$ cat config.mk
export PLATFORM = sky130hd
export DESIGN_NAME = stream_find_and_replace
export DESIGN_NICKNAME = d
export VERILOG_FILES = /design/src/rtl/core/sfr_pkg.sv /design/src/rtl/core/sfr_datapath.sv /design/src/rtl/core/sfr_ctrl.sv /design/src/rtl/core/stream_find_and_replace.sv
export VERILOG_INCLUDE_DIRS = /design/src /design/src/rtl/core
export SDC_FILE = /design/constraint.sdc
export NUM_CORES = 1
export LEC_CHECK = 0
export BUFFER_PORTS_ARGS = -buffer_cell sky130_fd_sc_hd__buf_2
export CAP_MARGIN = 20
export CORE_MARGIN = 4
export CORE_UTILIZATION = 33
export DETAILED_ROUTE_END_ITERATION = 8
export GPL_TIMING_DRIVEN = 0
export SLEW_MARGIN = 20
export SYNTH_ARGS = -nofsm -noshare
export SYNTH_HDL_FRONTEND = slang
export SYNTH_HIERARCHICAL = 1
export SYNTH_SLANG_ARGS = --single-unit
$ cat constraint.sdc
create_clock -name i_clk -period 13.5 [get_ports i_clk]
set_input_delay 2.025 -clock i_clk [delete_from_list [all_inputs] [get_ports i_clk]]
set_output_delay 2.025 -clock i_clk [all_outputs]
set_load 0.05 [all_outputs]
$ cat src/rtl/core/stream_find_and_replace_macros.svh
// Assertion macros shared by the find-and-replace RTL.
`ifndef STREAM_FIND_AND_REPLACE_MACROS_SVH
`define STREAM_FIND_AND_REPLACE_MACROS_SVH

// Same-cycle implication, checked outside reset.
`define SFR_ASSERT_IMP(label, pre, post, msg) \
    label: assert property (@(posedge i_clk) disable iff (!i_rst_n) (pre) |-> (post)) \
        else $error(msg);

// Next-cycle implication, checked outside reset.
`define SFR_ASSERT_NXT(label, pre, post, msg) \
    label: assert property (@(posedge i_clk) disable iff (!i_rst_n) (pre) |=> (post)) \
        else $error(msg);

`endif

$ cat src/rtl/core/sfr_pkg.sv
// Shared constants and controller/datapath interface types for find-and-replace.
`default_nettype none

package sfr_pkg;

    localparam int FIND_MAX_DEF  = 16;
    localparam int SUBST_MAX_DEF = 16;
    localparam int CHAR_W        = 8;
    localparam int CFG_IDX_W     = 3;
    localparam int CFG_DATA_W    = 64;

    // Commands from the controller to the datapath.
    typedef struct packed {
        logic load_char;
        logic load_window;
        logic advance;
        logic clear_match;
        logic load_subst;
        logic emit_window;
        logic emit_subst;
        logic commit_shift;
    } t_dp_cmd;

    // Status from the datapath to the controller.
    typedef struct packed {
        logic is_term;
        logic bypass;
        logic hit;
        logic full_match;
        logic subst_empty;
        logic out_ready;
        logic window_one;
        logic subst_one;
        logic cand_ok;
    } t_dp_status;

endpackage

`default_nettype wire

$ cat src/rtl/core/sfr_datapath.sv
// Datapath: configuration registers, match count, byte window, output register.
`default_nettype none
`include "stream_find_and_replace_macros.svh"

module sfr_datapath #(
    parameter int FIND_MAX  = sfr_pkg::FIND_MAX_DEF,
    parameter int SUBST_MAX = sfr_pkg::SUBST_MAX_DEF
) (
    input  wire                                i_clk,
    input  wire                                i_rst_n,
    input  wire                                i_cfg_we,
    input  wire  [sfr_pkg::CFG_IDX_W-1:0]      i_cfg_index,
    input  wire  [sfr_pkg::CFG_DATA_W-1:0]     i_cfg_wdata,
    input  wire  [sfr_pkg::CHAR_W-1:0]         i_char,
    input  wire  sfr_pkg::t_dp_cmd             i_cmd,
    output sfr_pkg::t_dp_status                o_status,
    input  wire                                i_out_ready,
    output logic                               o_out_valid,
    output logic [sfr_pkg::CHAR_W-1:0]         o_out_char,
    output logic                               o_out_last
);
    import sfr_pkg::*;

    localparam int FIW         = (FIND_MAX > 1) ? $clog2(FIND_MAX) : 1;
    localparam int FIND_DEPTH  = 1 << FIW;
    localparam int SIW         = (SUBST_MAX > 1) ? $clog2(SUBST_MAX) : 1;
    localparam int SUBST_DEPTH = 1 << SIW;
    localparam int FLW         = $clog2(FIND_MAX + 1);
    localparam int SLW         = $clog2(SUBST_MAX + 1);
    localparam int WIN         = FIND_MAX;

    localparam logic [CFG_IDX_W-1:0] REG_FIND_LO  = CFG_IDX_W'(0);
    localparam logic [CFG_IDX_W-1:0] REG_FIND_HI  = CFG_IDX_W'(1);
    localparam logic [CFG_IDX_W-1:0] REG_FIND_LEN = CFG_IDX_W'(2);
    localparam logic [CFG_IDX_W-1:0] REG_SUB_LO   = CFG_IDX_W'(3);
    localparam logic [CFG_IDX_W-1:0] REG_SUB_HI   = CFG_IDX_W'(4);
    localparam logic [CFG_IDX_W-1:0] REG_SUB_LEN  = CFG_IDX_W'(5);

    logic [CHAR_W-1:0] r_find  [FIND_DEPTH];
    logic [CHAR_W-1:0] r_subst [SUBST_DEPTH];
    logic [FLW-1:0]    r_flen;
    logic [SLW-1:0]    r_slen;
    logic [FLW-1:0]    r_match;
    logic [CHAR_W-1:0] r_char;
    logic [CHAR_W-1:0] r_win   [WIN];
    logic [FLW-1:0]    r_rem;
    logic [SIW-1:0]    r_sub_idx;
    logic [SLW-1:0]    r_sub_left;
    logic              r_out_valid;
    logic [CHAR_W-1:0] r_out_char;
    logic              r_out_last;

    logic [FLW-1:0]    w_flen_clamp;
    logic [SLW-1:0]    w_slen_clamp;
    logic [FLW-1:0]    w_rem_next;
    logic              w_cand_ok;
    logic              w_emit;

    // Lengths are clamped on write, so the stored value is always in range.
    assign w_flen_clamp = (i_cfg_wdata[4:0] > 5'(FIND_MAX))  ? FLW'(FIND_MAX)
                                                              : FLW'(i_cfg_wdata[4:0]);
    assign w_slen_clamp = (i_cfg_wdata[4:0] > 5'(SUBST_MAX)) ? SLW'(SUBST_MAX)
                                                              : SLW'(i_cfg_wdata[4:0]);

    always_ff @(posedge i_clk) begin
        if (!i_rst_n) begin
            for (int j = 0; j < FIND_DEPTH; j++) begin
                r_find[j] <= '0;
            end
            for (int j = 0; j < SUBST_DEPTH; j++) begin
                r_subst[j] <= '0;
            end
            r_flen <= '0;
            r_slen <= '0;
        end else if (i_cfg_we) begin
            unique case (i_cfg_index)
                REG_FIND_LO: begin
                    for (int j = 0; j < 8; j++) begin
                        if (j < FIND_MAX) r_find[FIW'(j)] <= i_cfg_wdata[8*j +: 8];
                    end
                end
                REG_FIND_HI: begin
                    for (int j = 8; j < 16; j++) begin
                        if (j < FIND_MAX) r_find[FIW'(j)] <= i_cfg_wdata[8*(j-8) +: 8];
                    end
                end
                REG_FIND_LEN: r_flen <= w_flen_clamp;
                REG_SUB_LO: begin
                    for (int j = 0; j < 8; j++) begin
                        if (j < SUBST_MAX) r_subst[SIW'(j)] <= i_cfg_wdata[8*j +: 8];
                    end
                end
                REG_SUB_HI: begin
                    for (int j = 8; j < 16; j++) begin
                        if (j < SUBST_MAX) r_subst[SIW'(j)] <= i_cfg_wdata[8*(j-8) +: 8];
                    end
                end
                REG_SUB_LEN: r_slen <= w_slen_clamp;
                default: ;
            endcase
        end
    end

    assign w_rem_next = r_rem - FLW'(1);
    assign w_emit     = i_cmd.emit_window | i_cmd.emit_subst;

    // A shift is accepted once the window bytes left after dropping the head
    // are again a prefix of the pattern.
    always_comb begin
        w_cand_ok = 1'b1;
        for (int k = 0; k < WIN - 1; k++) begin
            if ((FLW'(k) < w_rem_next) && (r_win[k+1] != r_find[FIW'(k)])) begin
                w_cand_ok = 1'b0;
            end
        end
    end

    always_ff @(posedge i_clk) begin
        if (!i_rst_n) begin
            r_match     <= '0;
            r_out_valid <= 1'b0;
        end else begin
            if (i_cmd.clear_match) begin
                r_match <= '0;
            end else if (i_cmd.advance) begin
                r_match <= r_match + FLW'(1);
            end else if (i_cmd.commit_shift) begin
                r_match <= w_rem_next;
            end
            if (w_emit) begin
                r_out_valid <= 1'b1;
            end else if (i_out_ready) begin
                r_out_valid <= 1'b0;
            end
        end
    end

    always_ff @(posedge i_clk) begin
        if (i_cmd.load_char) begin
            r_char <= i_char;
        end
        // The window holds the partially matched pattern bytes followed by the word.
        if (i_cmd.load_window) begin
            for (int j = 0; j < WIN; j++) begin
                r_win[j] <= (FLW'(j) < r_match) ? r_find[FIW'(j)] : r_char;
            end
            r_rem <= r_match + FLW'(1);
        end else if (i_cmd.emit_window) begin
            for (int j = 0; j < WIN - 1; j++) begin
                r_win[j] <= r_win[j+1];
            end
            r_rem <= w_rem_next;
        end
        if (i_cmd.load_subst) begin
            r_sub_idx  <= '0;
            r_sub_left <= r_slen;
        end else if (i_cmd.emit_subst) begin
            r_sub_idx  <= r_sub_idx + SIW'(1);
            r_sub_left <= r_sub_left - SLW'(1);
        end
        if (i_cmd.emit_window) begin
            r_out_char <= r_win[0];
            r_out_last <= (r_char == '0) && (r_rem == FLW'(1));
        end else if (i_cmd.emit_subst) begin
            r_out_char <= r_subst[r_sub_idx];
            r_out_last <= 1'b0;
        end
    end

    always_comb begin
        o_status.is_term     = (r_char == '0);
        o_status.bypass      = (r_flen == '0) || (r_match >= r_flen);
        o_status.hit         = (r_find[r_match[FIW-1:0]] == r_char);
        o_status.full_match  = ((r_match + FLW'(1)) == r_flen);
        o_status.subst_empty = (r_slen == '0);
        o_status.out_ready   = !r_out_valid || i_out_ready;
        o_status.window_one  = (r_rem == FLW'(1));
        o_status.subst_one   = (r_sub_left == SLW'(1));
        o_status.cand_ok     = w_cand_ok;
    end

    assign o_out_valid = r_out_valid;
    assign o_out_char  = r_out_char;
    assign o_out_last  = r_out_last;

    `SFR_ASSERT_IMP(a_match_bound, 1'b1, r_match < FLW'(FIND_MAX), "partial match out of range")
    `SFR_ASSERT_NXT(a_emit_valid, w_emit, r_out_valid, "emitted word not presented")
    `SFR_ASSERT_IMP(a_window_nonempty, i_cmd.emit_window, r_rem != '0, "emit from empty window")

endmodule

`default_nettype wire

$ cat src/rtl/core/sfr_ctrl.sv
// Controller state machine sequencing evaluation, flush, shift and replacement.
`default_nettype none
`include "stream_find_and_replace_macros.svh"

module sfr_ctrl (
    input  wire                       i_clk,
    input  wire                       i_rst_n,
    input  wire                       i_s_valid,
    output logic                      o_s_ready,
    input  wire sfr_pkg::t_dp_status  i_status,
    output sfr_pkg::t_dp_cmd          o_cmd
);
    import sfr_pkg::*;

    typedef enum logic [2:0] {
        S_IDLE,
        S_EVAL,
        S_FLUSH,
        S_SHIFT,
        S_SUBST
    } t_state;

    t_state r_state, n_state;
    logic   r_ready;

    always_comb begin
        o_cmd   = '0;
        n_state = r_state;
        unique case (r_state)
            S_IDLE: begin
                if (i_s_valid) begin
                    o_cmd.load_char = 1'b1;
                    n_state         = S_EVAL;
                end
            end
            S_EVAL: begin
                if (i_status.is_term || i_status.bypass) begin
                    o_cmd.load_window = 1'b1;
                    o_cmd.clear_match = 1'b1;
                    n_state           = S_FLUSH;
                end else if (i_status.hit) begin
                    if (i_status.full_match) begin
                        o_cmd.clear_match = 1'b1;
                        if (!i_status.subst_empty) begin
                            o_cmd.load_subst = 1'b1;
                            n_state          = S_SUBST;
                        end else begin
                            n_state = S_IDLE;
                        end
                    end else begin
                        o_cmd.advance = 1'b1;
                        n_state       = S_IDLE;
                    end
                end else begin
                    o_cmd.load_window = 1'b1;
                    n_state           = S_SHIFT;
                end
            end
            S_FLUSH: begin
                if (i_status.out_ready) begin
                    o_cmd.emit_window = 1'b1;
                    if (i_status.window_one) n_state = S_IDLE;
                end
            end
            S_SHIFT: begin
                // One word leaves the window per cycle, while the output has room, until the rest realigns.
                if (i_status.out_ready) begin
                    o_cmd.emit_window = 1'b1;
                    if (i_status.cand_ok) begin
                        o_cmd.commit_shift = 1'b1;
                        n_state            = S_IDLE;
                    end
                end
            end
            S_SUBST: begin
                if (i_status.out_ready) begin
                    o_cmd.emit_subst = 1'b1;
                    if (i_status.subst_one) n_state = S_IDLE;
                end
            end
            default: n_state = S_IDLE;
        endcase
    end

    always_ff @(posedge i_clk) begin
        if (!i_rst_n) begin
            r_state <= S_IDLE;
            r_ready <= 1'b1;
        end else begin
            r_state <= n_state;
            r_ready <= (n_state == S_IDLE);
        end
    end

    assign o_s_ready = r_ready;

    `SFR_ASSERT_IMP(a_emit_room, o_cmd.emit_window || o_cmd.emit_subst, i_status.out_ready, "emit with full output")
    `SFR_ASSERT_NXT(a_accept_eval, i_s_valid && o_s_ready, r_state == S_EVAL, "accepted word not evaluated")
    `SFR_ASSERT_IMP(a_ready_idle, 1'b1, r_ready == (r_state == S_IDLE), "ready out of step with state")

endmodule

`default_nettype wire

$ cat src/rtl/core/stream_find_and_replace.sv
// Top level of the streaming find-and-replace block.
//
//   Channel   Direction  Handshake                        Contents
//   s_axis    in         s_axis_tvalid / s_axis_tready    one string byte per word
//   m_axis    out        m_axis_tvalid / m_axis_tready    rewritten byte, tlast on final zero
//   cfg       in         i_cfg_we (no back-pressure)      register index and write data
//
// An input word is accepted, then evaluated; the output words it causes then come from
// the window shifter or the replacement counter. Stalls on m_axis hold the sequencer in place.
// Reset clears the partial match, all configuration registers and the output valid.
// s_axis_tready is high only between words, while an earlier output may still wait.
`default_nettype none

module stream_find_and_replace #(
    parameter int FIND_MAX  = sfr_pkg::FIND_MAX_DEF,
    parameter int SUBST_MAX = sfr_pkg::SUBST_MAX_DEF
) (
    input  wire                             i_clk,
    input  wire                             i_rst_n,
    input  wire                             i_cfg_we,
    input  wire  [sfr_pkg::CFG_IDX_W-1:0]   i_cfg_index,
    input  wire  [sfr_pkg::CFG_DATA_W-1:0]  i_cfg_wdata,
    input  wire                             s_axis_tvalid,
    output logic                            s_axis_tready,
    input  wire  [7:0]                      s_axis_tdata,  // [7:0] char_in
    output logic                            m_axis_tvalid,
    input  wire                             m_axis_tready,
    output logic [7:0]                      m_axis_tdata,  // [7:0] char_out
    output logic                            m_axis_tlast   // end_of_string
);
    import sfr_pkg::*;

    t_dp_cmd    w_cmd;
    t_dp_status w_status;

    sfr_ctrl u_ctrl (
        .i_clk     (i_clk),
        .i_rst_n   (i_rst_n),
        .i_s_valid (s_axis_tvalid),
        .o_s_ready (s_axis_tready),
        .i_status  (w_status),
        .o_cmd     (w_cmd)
    );

    sfr_datapath #(
        .FIND_MAX  (FIND_MAX),
        .SUBST_MAX (SUBST_MAX)
    ) u_datapath (
        .i_clk       (i_clk),
        .i_rst_n     (i_rst_n),
        .i_cfg_we    (i_cfg_we),
        .i_cfg_index (i_cfg_index),
        .i_cfg_wdata (i_cfg_wdata),
        .i_char      (s_axis_tdata),
        .i_cmd       (w_cmd),
        .o_status    (w_status),
        .i_out_ready (m_axis_tready),
        .o_out_valid (m_axis_tvalid),
        .o_out_char  (m_axis_tdata),
        .o_out_last  (m_axis_tlast)
    );

endmodule

`default_nettype wire
# After elaboration in Yosys (flattened, before gate mapping)
# Memory sizes are Yosys's and may differ from the RTL's. A register that Yosys moved wholly into a read port is not among the register bits.
# Cells that the tools add are included.
[classes]
n_addsub = 4
magnitude_cmp = 33
eq_ne = 28
mux = 147
bitwise_logic = 49
n_reduce_logical = 35
[op_table]
columns = ["operator", "count"]
rows = [
  ["$mux 8", 65],
  ["$ne 8x8->1", 15],
  ["$lt 4x5->1 const A", 15],
  ["$mux 1", 56],
  ["$or 1x1->1", 48],
  ["$lt 3x5->1 const A", 8],
  ["$mux 3", 12],
  ["$mux 5", 7],
  ["$lt 1x5->1 const A", 4],
  ["$lt 2x5->1 const A", 4],
  ["$mux 4", 5],
  ["$logic_and 1x1->1", 16],
  ["$pmux 3 s5", 1],
  ["$eq 3x2->1 const B", 4],
  ["$eq 5x1->1 const B", 2],
  ["$logic_not 5->1", 2],
  ["$reduce_bool 2->1", 5],
  ["$sub 5x1->5 const B", 2],
  ["$eq 3x3->1 const B", 3],
  ["$logic_not 3->1", 3],
  ["$eq 8x8->1", 1],
  ["$logic_not 8->1", 1],
  ["$eq 3x1->1 const B", 2],
  ["$add 5x1->5 const B", 1],
  ["10 further kinds", 14],
]
[totals]
ff_bits = 51
mem_bits_rw = 384
in_bits = 80
wordCells = 311
n_memories = 3
[memory_table]
columns = ["name", "words", "width", "rd", "rd_clocked_by_memory_dff", "write_ports", "line", "rtl"]
rows = [
  ["u_datapath.r_find", 16, 8, 17, 1, 16, "sfr_datapath.sv:39", "logic [CHAR_W-1:0] r_find [FIND_DEPTH];"],
  ["u_datapath.r_subst", 16, 8, 1, 1, 16, "sfr_datapath.sv:40", "logic [CHAR_W-1:0] r_subst [SUBST_DEPTH];"],
  ["u_datapath.r_win", 16, 8, 16, 0, 16, "sfr_datapath.sv:45", "logic [CHAR_W-1:0] r_win [WIN];"],
]

# Depth between registers and ports, before layout
# Gate-level depths: netlist of run 1.
[depth]
ltp_word = 25
mapped_depth = 18

# Hierarchy
# Netlist of run 1, hierarchy kept.
[modules_own_cells]
columns = ["module", "instances", "cells_each", "area_each_um2"]
rows = [
  ["sfr_datapath", 1, 1654, 21548.2],
  ["sfr_ctrl", 1, 34, 277.8],
]

# Worst setup path before layout of run 1
# Ideal clock, no wire load.
[synth_path]
path_kind = "register to register"
startpoint = "reg with a tool-made name"
endpoint = "reg u_datapath.r_rem[0] (enable)"
arrival_time_ns = 5.840
required_ns = 13.007
path_slack_ns = 7.167
stages_incl_launch_ff = 12
n_path_buf = 4
synth_period_minus_slack_ns = 6.333
cell_sequence = "dfxtp_1 > buf_2 > buf_2 > mux4_2 > mux4_2 > xnor2_1 > nand4_1 > nor2_1 > a21oi_1 > clkbuf_1 > clkbuf_1 > or2_1"
[synth_lines]
columns = ["item", "line", "rtl"]
rows = [
  ["end signal, assigned", "sfr_datapath.sv:147", "r_rem <= r_match + FLW'(1);"],
  ["end signal, assigned", "sfr_datapath.sv:152", "r_rem <= w_rem_next;"],
  ["end, declared", "sfr_datapath.sv:46", "logic [FLW-1:0] r_rem;"],
]

==> metrics.txt, run 1 <==
crit-path max cell delay=0.73 ns; Max Cap Violations=0; routed vias/inst=5.50; Post-Synth XOR/XNOR Area=0.0578; Setup Buffers After CTS=0; Initial Util=0.333; CP Launch Type=flip-flop; Synth top area share=0.565; I/O Buffers=90; Comb power frac=0.111; P&R area growth vs syn=15.3%; largest net degree at the start of global routing=56; count leader, synth=edfxtp_1; Vias=15100; P_leak=0.00938 uW; Worst Hold Depth=2; remaining routing DRC violations=0; Power Density=137 mW/mm^2; Clock Skews=0.0238 ns; Compound-Gate Fraction of Synth Area=0.0480; post-synth cell types=66; Post-synth EDFFs=411; Period Utilization, post-route=0.429; Setup Crit Path Kind=reg2reg; Routed Antenna Nets=0; RR Endpoint=u_datapath/r_win[3][14]; sequential power share=0.507; # H-tree levels=2; post-synthesis cell area=0.0218 sq mm; Yosys reg bits=443; R2R cell count=14; multiplexer share of the synthesized area=0.155; post-layout minimum cycle time=5.80 ns; maximum fanout along the worst path=49; syn_nets=1779; Synth top cells by count=411 x edfxtp_1, 180 x nor2_1, 157 x nand2_1; Non-Filler Instances=2742; Filler cells=6326; die height=265 um; fin. max-slew vios=0; CTS Buffer Depth=3; Seq/Total Area, Yosys=0.595; DP Wirelength=59900 um; clk slew on worst S/H paths=0.06 ns; Synth Area in Simple Gates=0.106; drt first pass iters=5; Nets=1928; post-placement cell count=2650; Setup crit end kind=flip-flop; WHS=0.519 ns; synth top area cells=edfxtp_1 57%, mux4_2 8.3%, mux2i_1 6.2%; setup TNS=0 ns; initial antenna violation count=4; area of the multi-input gates=0.00821 sq mm; gr usage total=0.217; slowest library cell on the worst path=clkbuf_1; Synth Area in Adders=0.00631; final hold violations=0; final core utilization=0.383; critical path arrival=6.07 ns; vias in the first global route=15100; die width=265 um; Worst Path Required=13.77 ns; clock latency on the worst-skew pair=0.59 ns; outcome=complete, no violations; Avg Cell Area, Syn=12.9 sq um; first-pass GRT wire length=109000 um; GP Congestion=1.00; # hold bufs at CTS=0; Post-CTS Resized=0; Async SR Flop Fraction=0; GRT overflow=0; Cells after Synth=1688; Final Setup Violations=0; Avg WL per Cell=28.3 um; Yosys Warn Count=6; clk root buf=clkbuf_16; # rows=94; largest family of logic cells by synthesized area=multiplexers; DR iter-0 viols=1879; worst vdd ir=0.0978 mV; Core ar.=0.0656 sq mm; clock share of power=0.382; Clock Sinks=443; CTS tree=built; switch share=0.265; die area=0.0703 sq mm; type of the worst min-delay path=reg2reg; leading area contributor after synthesis=edfxtp_1; number of buffers created by CTS=49; worst hold start=u_datapath/r_flen[4]; WL final=77500 um; main flop type after synthesis=edfxtp_1; NetSw=913 uW; register area=0.0130 sq mm; fraction of layout cells with a size suffix above 1=0.162; sink of the worst hold path=u_datapath/r_flen[4]; RSZ-0062 raised after global routing=false; relative slew slack=0.216; CP Cell Sequence=buf_2, buf_2, buf_4, mux4_2, mux4_2, xnor2_1, nand4_1, nor2_1, a21oi_2, clkbuf_1, clkbuf_1, or2_4, buf_16, buf_16; num ports=91; fmax=0.172 GHz; R2R Setup Slk=7.70 ns; worst slew pin tran=1.17 ns; Power Internal=2530 uW
state kept, by name (all words and copies together) (netlist names), named ones only:
| register | cells |
|---|---|
| u_ctrl/o_s_ready | 1 |
| u_ctrl/r_state | 3 |
| u_datapath/r_slen | 5 |
| u_datapath/r_flen | 5 |
| u_datapath/r_find | 128 |
| u_datapath/r_match | 5 |
| u_datapath/r_char | 8 |
| u_datapath/r_subst | 128 |
| u_datapath/o_out_char | 8 |
| u_datapath/r_rem | 5 |
| u_datapath/o_out_valid | 1 |
| u_datapath/r_win | 128 |
| u_datapath/r_sub_idx | 4 |
| u_datapath/o_out_last | 1 |
| u_datapath/r_sub_left | 5 |
kinds of logic after synthesis:
kind of cell / Yosys count
AOI/OAI and AO/OA: 183
xor gates and xnor gates: 144
muxes: 236
buffers and inverters: 171
and+or+nand+nor: 500
DFF: 443
adders and majority gates: 11
critical path, delay by kind of cell, from the launching register on:
family                    cells  cell delay (ns)
xor gates and xnor gates      1             0.14
buffers and inverters         7             2.72
muxes                         2             0.88
and+or+nand+nor               3             0.90
DFF                           1             0.40
AOI/OAI and AO/OA             1             0.35
through the flow:
step / instance area [sq um] / setup WS, ns / power [uW]
finish: 25200 / 7.70 / 3450
global route: 25200 / 7.53 / 3560
CTS: 25200 / 7.75 / 3460
detailed placement: 23600 / 7.76 / 2150
global placement: 23400 / 3.44 / 2140
floorplan: 21800 / 7.17 / 1950
how the worst max path moves through the flow:
| stage | from | end | slack, ns | depth (start not counted) |
|---|---|---|---|---|
| floorplan | flip-flop | u_datapath/r_rem[0] | 7.17 | 11 |
| finish | flip-flop | u_datapath/r_win[3][14] | 7.70 | 14 |
| detailed placement | flip-flop | u_datapath/r_win[3][14] | 7.76 | 14 |
| CTS | flip-flop | u_datapath/r_win[3][22] | 7.75 | 14 |
| global route | flip-flop | u_datapath/r_win[2][10] | 7.53 | 14 |
| global placement | flip-flop | u_datapath/r_win[3][14] | 3.44 | 12 |
final cells by class:
cell class / instances / share of cell area
Sequential cell: 443 / 0.516
Timing Repair Buffer: 98 / 0.0254
Tap cell: 864 / 0.0430
Clock inverter: 31 / 0.0109
Inverter: 61 / 0.00910
Multi-Input combinational cell: 1074 / 0.326
Clock buffer: 60 / 0.0512
Antenna cell: 1 / 0.0000994
Buffer: 110 / 0.0184
layer usage:
layer / GRT usage / part of all wire / vias up
met5: 0 / 0 / -
met4: 0.0914 / 0.049 / 0
met3: 0.0380 / 0.076 / 151
met2: 0.355 / 0.47 / 674
met1: 0.286 / 0.40 / 7804
li1: - / - / 6461
power by group through the flow:
stage / Sequential (uW) / Combinational (uW) / Clock (uW)
3_3_place_gp: 1780 / 362 / 0
3_5_place_dp: 1770 / 380 / 0
4_1_cts: 1740 / 381 / 1340
6_report: 1750 / 384 / 1320
5_1_grt: 1750 / 411 / 1390
2_1_floorplan: 1730 / 227 / 0
cell usage in the layout (no fill, tap or decap), types with 56 or more instances in the layout:
cell,netlist,final
inv_1,59,59
mux2i_1,136,136
nor2_1,180,180
xor2_1,58,58
clkbuf_1,84,93
buf_2,10,100
xnor2_1,86,86
nand2_1,157,153
a21oi_1,57,56
edfxtp_1,411,411
mux4_2,80,80
o21ai_1,75,75
Power figures use the tool's default switching activity.
==> inputs of run 2 (changes only) <==
==> constraint.sdc (replaced) <==
create_clock -name i_clk -period 5.5 [get_ports i_clk]
set_input_delay 0.825 -clock i_clk [delete_from_list [all_inputs] [get_ports i_clk]]
set_output_delay 0.825 -clock i_clk [all_outputs]
set_load 0.05 [all_outputs]
==> metrics.txt, run 2 (synthesis gave the netlist of run 1 again) <==
sink of the worst hold path=u_datapath/r_char[0]; Vias=15100 (+0.38%); RSZ-0062 raised after global routing=false; setup TNS=0 ns (unchanged); # hold bufs at CTS=0 (unchanged); WL final=76300 um (-1.6%); Worst Path Required=5.85 ns (-7.92 ns); worst hold start=s_axis_tdata[0]; # H-tree levels=2 (unchanged); clk root buf=clkbuf_16; Power Density=338 mW/mm^2 (+150%); remaining routing DRC violations=0 (unchanged); CTS tree=built; number of buffers created by CTS=48 (-2.0%); Setup Crit Path Kind=reg2reg; initial antenna violation count=1 (-3); Core ar.=0.0656 sq mm (unchanged); Non-Filler Instances=2737 (-0.18%); WHS=0.442 ns (-0.0774 ns); total power draw=8520 uW (+150%); worst slew pin tran=1.26 ns (+0.0866 ns); Period Utilization, post-route=0.979 (+0.550); maximum fanout along the worst path=10 (-80%); Avg WL per Cell=27.9 um (-1.4%); Clock Sinks=443 (unchanged); worst vdd ir=0.216 mV (+120%); die height=265 um (unchanged); outcome=complete, no violations; fmax=0.186 GHz (+7.6%); most frequent cells in the layout=411 x edfxtp_1, 180 x nor2_1, 153 x nand2_1; Power Internal=6290 uW (+150%); Comb power frac=0.111 (about the same); # rows=94 (unchanged); sequential power share=0.502 (-0.005); critical path arrival=5.73 ns (-0.34 ns); GRT overflow=0 (unchanged); Nets=1927 (-0.052%); routed vias/inst=5.53 (+0.57%); final core utilization=0.384 (about the same); I/O Buffers=90 (unchanged); post-layout minimum cycle time=5.39 ns (-0.412 ns); CTS Buffer Depth=3 (unchanged); post-placement cell count=2650 (unchanged); Setup Buffers After CTS=0 (unchanged); clk slew on worst S/H paths=0.06 ns (about the same); fraction of layout cells with a size suffix above 1=0.165 (+0.00310); Final Setup Violations=0 (unchanged); CP Launch Type=flip-flop; cell repeated most along the worst path=clkbuf_1; first-pass GRT wire length=108000 um (-1.4%); die area=0.0703 sq mm (unchanged); largest net degree at the start of global routing=54 (-3.6%); Worst Hold Depth=1 (-1); drt first pass iters=5 (unchanged); CP Cell Sequence=buf_2, buf_2, buf_4, mux4_2, mux4_2, xnor2_1, nand4_1, nor2_1, a21oi_2, clkbuf_1, nor2b_1, clkbuf_1, clkbuf_1, clkbuf_2, nand2_1, o21ai_1; switch share=0.261 (-0.00363); final hold violations=0 (unchanged); P_leak=0.00940 uW (+0.15%); clock latency on the worst-skew pair=0.61 ns (+0.02 ns); commonest non-fill, non-tap cell in the layout=edfxtp_1; DP Wirelength=58000 um (-3.2%); Filler cells=6268 (-0.92%); type of the worst min-delay path=in2reg; GP Congestion=1.00 (+0.13%); num ports=91 (unchanged); fin. max-slew vios=0 (unchanged); slowest library cell on the worst path=nor2_1; crit-path max cell delay=0.53 ns (-0.20 ns); Routed Antenna Nets=0 (unchanged); Clock Skews=0.0293 ns (+0.00559 ns); Setup crit end kind=flip-flop; NetSw=2230 uW (+140%); R2R cell count=16 (+2); die width=265 um (unchanged); biggest regs=u_datapath/r_find (128), u_datapath/r_subst (128), u_datapath/r_win (128); R2R Setup Slk=0.11 ns (-7.59 ns); clock share of power=0.387 (+0.005); Max Cap Violations=0 (unchanged); gr usage total=0.213 (-0.00380); RR Endpoint=u_datapath/r_win[2][1]; P&R area growth vs syn=15.4% (about the same); vias in the first global route=14900 (-1.3%); Initial Util=0.333 (unchanged); relative slew slack=0.153 (-0.0630); DR iter-0 viols=1547 (-18%)
## run 2: power groups by stage
stage               Sequential, uW  Combinational [uW]  Clock [uW]
CTS                           4270                 929        3350
global route                  4290                1000        3500
global placement              4350                 882           0
finish                        4280                 941        3300
detailed placement            4330                 925           0
floorplan                     4230                 558           0
## run 2: final cells by class
class / instances / area [sq um] / share of cell area
flip-flops and latches: 443 / 13000 / 0.515
clock buffers: 58 / 1310 / 0.0521
well taps: 864 / 1080 / 0.0429
diodes: 1 / 2.50 / 0.0000993
multi-input cells: 1074 / 8190 / 0.325
repair buffers: 98 / 632 / 0.0251
clock inverters: 28 / 285 / 0.0113
inverters: 61 / 229 / 0.00909
plain buffers: 110 / 469 / 0.0186
## run 2: timing repair
action / CTS / global route
endpoints found under the setup margin: 48 / 28
endpoints found under the hold margin: 0 / 0
gates resized for setup: 1 / 6
## run 2: critical path: cells and delay by family, from the launching register on
kind            cells  cell delay, ns
simple gates        4            0.94
compound gates      2            0.44
xor+xnor            1            0.17
buf+inv             7            2.37
flops               1            0.30
mux                 2            0.88
## run 2: routing by layer
metal / GRT usage / part of all wire / vias to the layer above
met1: 0.281 / 0.39 / 7695
li1: - / - / 6444
met5: 0 / 0 / -
met2: 0.338 / 0.46 / 833
met4: 0.112 / 0.059 / 0
met3: 0.0369 / 0.086 / 176
## run 2: per-stage QoR
step	setup slack, ns	area, sq um
2_1_floorplan	0.411	21800
3_3_place_gp	-2.72	23400
3_5_place_dp	0.0352	23600
4_1_cts	0.0506	25200
5_1_grt	0.0258	25200
6_report	0.114	25200
## run 2: worst max path at each step
stage               startpoint                       to  slack (ns)  cells after the start
floorplan            flip-flop      u_datapath/r_rem[0]        0.41                     11
global placement     flip-flop  u_datapath/r_win[3][18]       -2.72                     10
detailed placement   flip-flop  u_datapath/r_win[3][22]        0.04                     11
CTS                  flip-flop   u_datapath/r_win[2][1]        0.05                     14
global route         flip-flop   u_datapath/r_win[2][1]        0.03                     16
finish               flip-flop   u_datapath/r_win[2][1]        0.11                     16
